`config.mk`:
```
export PLATFORM = sky130hd
export DESIGN_NAME = rhmf_ctrl
export DESIGN_NICKNAME = d
export VERILOG_FILES = /design/src/hdl/rhmf_pkg.sv /design/src/hdl/rhmf_ctrl.sv
export SDC_FILE = /design/constraint.sdc
export NUM_CORES = 1
export LEC_CHECK = 0
export BUFFER_PORTS_ARGS = -buffer_cell sky130_fd_sc_hd__buf_2
export CORE_MARGIN = 8
export CORE_UTILIZATION = 35
export CTS_CLUSTER_DIAMETER = 80
export CTS_CLUSTER_SIZE = 40
export DETAILED_ROUTE_END_ITERATION = 8
export HOLD_SLACK_MARGIN = 0.05
export SLEW_MARGIN = 20
export SYNTH_ARGS = -nofsm -noshare
export SYNTH_HDL_FRONTEND = slang
export SYNTH_SLANG_ARGS = --single-unit
```
`constraint.sdc`:
```
create_clock -name clk -period 3.7 [get_ports clk]
set_input_delay 0.37 -clock clk [delete_from_list [all_inputs] [get_ports clk]]
set_output_delay 0.37 -clock clk [all_outputs]
set_load 0.02 [all_outputs]
```
`src/hdl/rhmf_pkg.sv`:
```
// shared constants, codes and controller/datapath interface types
package rhmf_pkg;

  localparam int MAX_WIDTH  = 1024;
  localparam int MAX_HEIGHT = 1024;
  localparam int MAX_RADIUS = 7;
  localparam int LEVELS     = 256;
  localparam int STORE_ROWS = 2 * MAX_RADIUS + 2;
  localparam int MAX_WIN    = (2 * MAX_RADIUS + 1) * (2 * MAX_RADIUS + 1);

  localparam int CH_W      = 8;
  localparam int PIX_W     = 3 * CH_W;
  localparam int RAD_W     = 3;
  localparam int DIM_W     = 11;
  localparam int POS_W     = $clog2(MAX_WIDTH);
  localparam int ROW_SEL_W = $clog2(STORE_ROWS);
  localparam int LS_DEPTH  = STORE_ROWS * MAX_WIDTH;
  localparam int LS_AW     = $clog2(LS_DEPTH);
  localparam int Q_W       = 21;
  localparam int LAG_W     = 13;
  localparam int DIV_CNT_W = $clog2(Q_W);
  localparam int CNT_W     = $clog2(MAX_WIN + 1);
  localparam int K_W       = $clog2(LEVELS) + 1;
  localparam int HADDR_W   = $clog2(LEVELS);
  localparam int OUT_W     = 48;
  localparam int ADDR_W    = 4;
  localparam int DATA_W    = 32;

  localparam logic [1:0] REG_RADIUS = 2'd0;
  localparam logic [1:0] REG_WIDTH  = 2'd1;
  localparam logic [1:0] REG_HEIGHT = 2'd2;

  localparam logic OP_PIXEL = 1'b0;
  localparam logic OP_DRAIN = 1'b1;

  typedef struct packed {
    logic accept;
    logic div_start;
    logic lat_in;
    logic wr_line;
    logic lat_out;
    logic win_init;
    logic win_hr;
    logic win_hw;
    logic scan;
    logic clr;
    logic load;
  } dp_cmd_t;

  typedef struct packed {
    logic div_done;
    logic no_out;
    logic win_last;
    logic scan_done;
    logic clr_done;
    logic out_free;
  } dp_sts_t;

endpackage

```
`src/hdl/rhmf_ctrl.sv`:
```
// sequencer: histogram clear after reset, per item division and write, window histogram build, rank scan, result load
module rhmf_ctrl (
  input  logic              clk,
  input  logic              rst_n,
  input  logic              in_tvalid,
  output logic              in_tready,
  input  rhmf_pkg::dp_sts_t sts,
  output rhmf_pkg::dp_cmd_t cmd
);
  import rhmf_pkg::*;

  typedef enum logic [10:0] {
    S_CLR  = 11'b000_0000_0001,
    S_IDLE = 11'b000_0000_0010,
    S_DIVQ = 11'b000_0000_0100,
    S_WR   = 11'b000_0000_1000,
    S_DIVO = 11'b000_0001_0000,
    S_WSET = 11'b000_0010_0000,
    S_WRD  = 11'b000_0100_0000,
    S_WHR  = 11'b000_1000_0000,
    S_WHW  = 11'b001_0000_0000,
    S_SCAN = 11'b010_0000_0000,
    S_FIN  = 11'b100_0000_0000
  } state_t;

  state_t state_r, state_nxt;

  always_ff @(posedge clk) begin
    if (!rst_n) begin
      state_r <= S_CLR;
    end else begin
      state_r <= state_nxt;
    end
  end

  assign in_tready = (state_r == S_IDLE);

  always_comb begin
    state_nxt = state_r;
    cmd       = '0;
    unique case (state_r)
      S_CLR: begin
        cmd.clr = 1'b1;
        if (sts.clr_done) state_nxt = S_IDLE;
      end
      S_IDLE: begin
        if (in_tvalid) begin
          cmd.accept    = 1'b1;
          cmd.div_start = 1'b1;
          state_nxt     = S_DIVQ;
        end
      end
      S_DIVQ: begin
        if (sts.div_done) begin
          cmd.lat_in = 1'b1;
          state_nxt  = S_WR;
        end
      end
      S_WR: begin
        cmd.wr_line = 1'b1;
        if (sts.no_out) begin
          state_nxt = S_IDLE;
        end else begin
          cmd.div_start = 1'b1;
          state_nxt     = S_DIVO;
        end
      end
      S_DIVO: begin
        if (sts.div_done) begin
          cmd.lat_out = 1'b1;
          state_nxt   = S_WSET;
        end
      end
      S_WSET: begin
        cmd.win_init = 1'b1;
        state_nxt    = S_WRD;
      end
      S_WRD: begin
        state_nxt = S_WHR;
      end
      S_WHR: begin
        cmd.win_hr = 1'b1;
        state_nxt  = S_WHW;
      end
      S_WHW: begin
        cmd.win_hw = 1'b1;
        state_nxt  = sts.win_last ? S_SCAN : S_WRD;
      end
      S_SCAN: begin
        cmd.scan = 1'b1;
        if (sts.scan_done) state_nxt = S_FIN;
      end
      S_FIN: begin
        if (sts.out_free) begin
          cmd.load  = 1'b1;
          state_nxt = S_IDLE;
        end
      end
      default: state_nxt = S_CLR;
    endcase
  end

endmodule

```
==> results of run 1 <==
## worst max-delay path, cell delays in order (launching register included)
cell and delay, ns:
dfxtp_1 0.37, or4_4 0.61, nor2_4 0.16, and4b_1 0.23, nand2_1 0.10, o21ai_0 0.08, buf_2 0.18
## cell usage in the layout, fill, tap and decap left out, drive strengths merged, types with 2 or more instances in the layout
cell type / instances
a211oi: 2
a21oi: 4
and2: 2
and2b: 2
and3: 6
buf: 20
clkbuf: 4
dfxtp: 11
inv: 5
mux2i: 2
nand2: 8
nand4b: 4
nor2: 8
nor3: 7
nor4: 3
nor4b: 4
o21ai: 6
or3b: 4
or4: 3
xor2: 2
## metal layers
metal,part of all wire (%),wire [um],up-vias,global-route usage (%)
li1,-,-,426,-
met1,44,965,393,12.3
met2,49,1070,27,17.2
met3,5.6,124,5,2.88
met4,2.2,48,0,5.72
met5,0,0,-,0
## cell type report
cell class | instances | area [sq um]
flip-flops and latches | 11 | 220
repair buffers | 20 | 100
multi-input cells | 82 | 594
inverters | 5 | 18.8
fillers | 256 | 1410
well taps | 30 | 37.5
clock buffers | 4 | 26.3
## worst max path at each step
| stage | from | end | slack [ns] | depth (start not counted) |
|---|---|---|---|---|
| 2_1_floorplan | state_r[7]$_SDFFE_PN0P_ | cmd[9] | 1.58 | 5 |
| 3_3_place_gp | state_r[7]$_SDFFE_PN0P_ | cmd[9] | 1.63 | 6 |
| 3_5_place_dp | state_r[7]$_SDFFE_PN0P_ | cmd[9] | 1.64 | 6 |
| 4_1_cts | state_r[7]$_SDFFE_PN0P_ | cmd[9] | 1.32 | 6 |
| 5_1_grt | state_r[7]$_SDFFE_PN0P_ | cmd[9] | 1.23 | 6 |
| 6_report | state_r[7]$_SDFFE_PN0P_ | cmd[9] | 1.33 | 6 |
## cells by family after synthesis
logic type	count (synthesis)
DFF	11
AOI/OAI and AO/OA	19
xor gates and xnor gates	3
muxes	2
and+or+nand+nor	58
buffers and inverters	10
## power by group through the flow
stage	Sequential [mW]	Clock [mW]	Combinational [mW]
global route	0.152	0.0901	0.142
floorplan	0.133	0	0.124
global placement	0.152	0	0.127
CTS	0.149	0.0866	0.128
finish	0.150	0.0857	0.127
detailed placement	0.152	0	0.127
==> flow_summary.toml, run 1 <==
[global_route]
antenna_found_initial = 0
grt_pass1_vias = 815
track_usage_pct = 10.6
grt_max_degree = 14
grt-ovfl-total = 0
grt_pass1_wl_mm = 3.62

[floorplan]
io-pin-count = 21
die_x_um = 65.8
start_util_pct = 36.1
die_y_um = 65.8
fp.coreArea_sq_um = 2410
die_area_sq_um = 4340
row_count = 18

[worst_hold_path]
worst_hold_path.num_cells = 2
min_to = "state_r[0]$_SDFFE_PN1P_"
hold_class = "input port to flop"
worstHoldStart = "rst_n"

[layout]
drive_gt1_share_pct = 34.4
fin_area_sq_um = 997
fin_nets = 132
final_cells = 152
largest_reg_flops = 11
reg_top3 = "state_r: 11 flops"
largest-register = "state_r"
syn_to_final_growth_pct = 14.7
finish.utilization_pct = 41.4
antenna_cells = 0

[sta]
worstMarginPinSlew_ns = 0.562
fmax_mhz = 422
setup_tns_ns = 0
finalCritPeriodShare_pct = 64.0
fin_worst_skew_ns = 0.00180
fin_hold_ws_ns = 0.334
min_period_ns = 2.37
setup_viol = 0
final.setup.worst_slack_ns = 1.33
rsz0062_at_grt = "false"
slew_headroom_pct = 62.0
drv_slew = 0
report.final.hold_viol_count = 0

[place]
dp_slack_ns = 1.64
gp_congestion = 0.874
io_buffers = 20
dp_cells = 148
dpl.hpwl_mm = 1.76
placedInstanceArea_sq_um = 971

[logic_synthesis]
synth_fp_nets = 112
synth-edff-count = 0
yosys.area_share.simple_pct = 46.5
ys_ff_latch = 11
seq_area_frac_synth_pct = 25.3
syn_avg_cell_area_sq_um = 8.44
synth-async-reset-ratio_pct = 0
synth_compound_area_share_pct = 16.5
netlist_area_sq_um = 870
ys_types = 44
yosysTopAreaCell = "dfxtp_1"
synth_top_family_by_area = "simple AND/OR/NAND/NOR gates"
synthMuxAreaShare_pct = 2.30
synth_flop_cell = "dfxtp_1"
synthAdderAreaFrac_pct = 0
synth.most_common_cell = "dfxtp_1"
yosysWarnings = 0
synth_commonest_cells = "dfxtp_1 (11), nand2_1 (8), nor2_1 (7)"
yosysTopAreaCellShare_pct = 25.3
yosys.area_share.xor_xnor_pct = 3.02
postSynthCellCount = 103
ys_top_cells_by_area = "dfxtp_1 (25%), nand4b_1 (4.0%), nor4b_1 (4.0%)"

[pwr]
p_switching_mw = 0.134
clkPwrFrac_pct = 23.6
p_total_mw = 0.363
vdd_ir_drop_max_mv = 0.279
switching_share_pct = 37.0
p_leak_nw = 0.456
powerDensity_nw_per_um2 = 364
internal-power_mw = 0.229
p_seq_share_pct = 41.4
combPwrFrac_pct = 35.0

[drt]
routed_wl_mm = 2.21
drtPass1Iterations = 4
routedWlPerCell_um = 14.5
viasPerCell = 5.60
post-route-drc-count = 0
num_vias = 851
postRouteAntennaNets = 0
first_iter_violations = 30

[setup_path]
cp.required_ns = 3.33
reg2regPathDepth = 5
reg2reg_to = "state_r[7]$_SDFFE_PN0P_"
worstSetupPathType = "flop to primary output"
cp-end-kind = "primary output"
crit_path_start_kind = "flop"
reg2reg_slack_ns = 1.61
critPathArrivalTime_ns = 2.00
reg2reg_from = "state_r[1]$_SDFFE_PN0P_"
critPathMaxFanout = 7

[clock_network]
clock_latency_ns = 0.28
path_clk_slew_ns = 0.07
clockBufferDepth = 2
cts_root_buf = "clkbuf_4"
htree_levels = 1
cts_buffers = 3
cts_resized = 0
cts_sinks = 11
postCtsSetupRepairBufs = 0
cts_hold_buf = 0
tritoncts = "built"

[outcome]
outcome = "finished, final reports clean"

[flow_run]
maxCapViolCount = 0
(Power assumes the default switching activity.)
==> run 2, diff against run 1 <==
==> constraint.sdc (replaced) <==
create_clock -name clk -period 2.1 [get_ports clk]
set_input_delay 0.21 -clock clk [delete_from_list [all_inputs] [get_ports clk]]
set_output_delay 0.21 -clock clk [all_outputs]
set_load 0.02 [all_outputs]
==> run 2 against run 1 <==
Net effect:
- routed wire length rose by 15%
- final cell count is 8.6% higher
- first-iteration DRC count down 60%
- clock power increased by 86%
- power grew 97%
- sequential share of layout area is 1.8 points lower
- sequential power grew 67%
- flip-flop and latch count stayed put
- clock-buffer cell count fell by 1
- worst setup slack got worse by 1.3 ns
- critical path depth stayed put
- non-clock buffer count increased by 13
- highest routed layer unchanged
==> flow_summary.toml, run 2 (same netlist as run 1, synthesis figures left out) <==
[outcome]
outcome = "finished, final reports clean"

[setup_path]
cp.required_ns = 1.89
critPathMaxFanout = 4
cp-end-kind = "primary output"
worstSetupPathType = "flop to primary output"
crit_path_start_kind = "flop"
critPathArrivalTime_ns = 1.87

[sta]
fin_hold_ws_ns = 0.199
rsz0062_at_grt = "true"
fin_worst_skew_ns = 0.00400
report.final.hold_viol_count = 0
setup_viol = 0
drv_slew = 0
min_period_ns = 2.08
worstMarginPinSlew_ns = 0.536
finalCritPeriodShare_pct = 98.9
slew_headroom_pct = 63.9
fmax_mhz = 481

[place]
gp_congestion = 0.834
dpl.hpwl_mm = 1.90
io_buffers = 20
placedInstanceArea_sq_um = 1020

[pwr]
clkPwrFrac_pct = 22.2
vdd_ir_drop_max_mv = 0.400
p_seq_share_pct = 35.1
internal-power_mw = 0.444
p_leak_nw = 0.531
switching_share_pct = 38.0
combPwrFrac_pct = 42.7
p_switching_mw = 0.272
powerDensity_nw_per_um2 = 631

[layout]
reg_top3 = "state_r: 11 flops"
final_common_cell = "buf_2"
largest-register = "state_r"
seqCellArea_sq_um = 230
largest_reg_flops = 11
fin_nets = 145
drive_gt1_share_pct = 46.7
antenna_cells = 0
fin_area_sq_um = 1130
multi_input_area_sq_um = 611
syn_to_final_growth_pct = 30.4
final.fill_count = 237
layout_common_cells = "buf_2 (17), buf_4 (15), nand2_1 (7), dfxtp_1 (7), nor2_1 (6)"

[clock_network]
path_clk_slew_ns = 0.08
htree_levels = 1
clockBufferDepth = 2
cts_sinks = 11
cts_root_buf = "clkbuf_4"
cts_buffers = 3
cts_hold_buf = 0
clock_latency_ns = 0.29
tritoncts = "built"

[global_route]
grt_max_degree = 12
antenna_found_initial = 0
grt_pass1_wl_mm = 4.17
grt-ovfl-total = 0
grt_pass1_vias = 869
track_usage_pct = 12.5

[floorplan]
io-pin-count = 21
die_y_um = 65.8
start_util_pct = 36.1
fp.coreArea_sq_um = 2410
die_area_sq_um = 4340
row_count = 18
die_x_um = 65.8

[drt]
drtPass1Iterations = 4
routedWlPerCell_um = 15.5
postRouteAntennaNets = 0
first_iter_violations = 12
num_vias = 895
routed_wl_mm = 2.55
viasPerCell = 5.42
post-route-drc-count = 0

[flow_run]
maxCapViolCount = 0

[worst_hold_path]
hold_class = "input port to flop"
==> run 2: routing by layer <==
layer  GRT usage, %  up-vias  part of all wire (%)
li1               -      448                     -
met5              0        -                     0
met3           3.22        4                   3.1
met1           14.8      430                    46
met2           20.1       13                    49
met4           6.54        0                   1.4
==> run 2: worst max-delay path, cell delays in order (launching register included) <==
cell     delay, ns
dfxtp_4       0.35
or4_4         0.55
nor2_4        0.15
and4b_1       0.24
nand2_2       0.07
o21ai_1       0.07
buf_4         0.15
==> run 2: cell type report <==
| type | count | area share, % |
|---|---|---|
| sequential | 11 | 20.3 |
| timing repair buffer | 33 | 18.4 |
| inverter | 5 | 1.66 |
| clock inverter | 1 | 0.442 |
| tap | 30 | 3.31 |
| clock buffer | 3 | 1.99 |
| multi-input combinational | 82 | 53.9 |
==> run 2: power groups by stage <==
stage | Sequential, mW | Combinational [mW] | Clock, mW
final | 0.251 | 0.306 | 0.159
after global routing | 0.255 | 0.334 | 0.171
after CTS | 0.250 | 0.280 | 0.160
after detailed placement | 0.256 | 0.270 | 0
after global placement | 0.254 | 0.273 | 0
after floorplan | 0.235 | 0.219 | 0
==> run 2: what timing repair did <==
action / in CTS / in global routing
buffers inserted: 4 / 3
setup endpoints to repair: 5 / 14
resized for setup: 6 / 10
pin swaps: 2 / 5
==> run 2: path summary, 6_finish.rpt <==
kind / slack (ns) / depth (start not counted) / endpoint / from
setup reg to reg: 0.13 / 6 / state_r[1]$_SDFFE_PN0P_ / state_r[3]$_SDFFE_PN0P_
setup / recovery: 0.02 / 6 / cmd[9] / state_r[4]$_SDFFE_PN0P_
hold / removal: 0.20 / 2 / state_r[0]$_SDFFE_PN1P_ / rst_n
hold reg to reg: 0.57 / 2 / state_r[7]$_SDFFE_PN0P_ / state_r[5]$_SDFFE_PN0P_
==> run 2: metrics by stage <==
stage / cells / power, mW / setup TNS, ns / worst slack, ns / util (%)
after detailed placement: 154 / 0.527 / 0 / 0.110 / 42.2
final: 165 / 0.715 / 0 / 0.0223 / 47.0
after global routing: 165 / 0.760 / -0.124 / -0.0661 / 47.0
after floorplan: 103 / 0.454 / 0 / 0.138 / -
after CTS: 162 / 0.690 / 0 / 0.00841 / 45.2
after global placement: 154 / 0.527 / 0 / 0.130 / 42.2
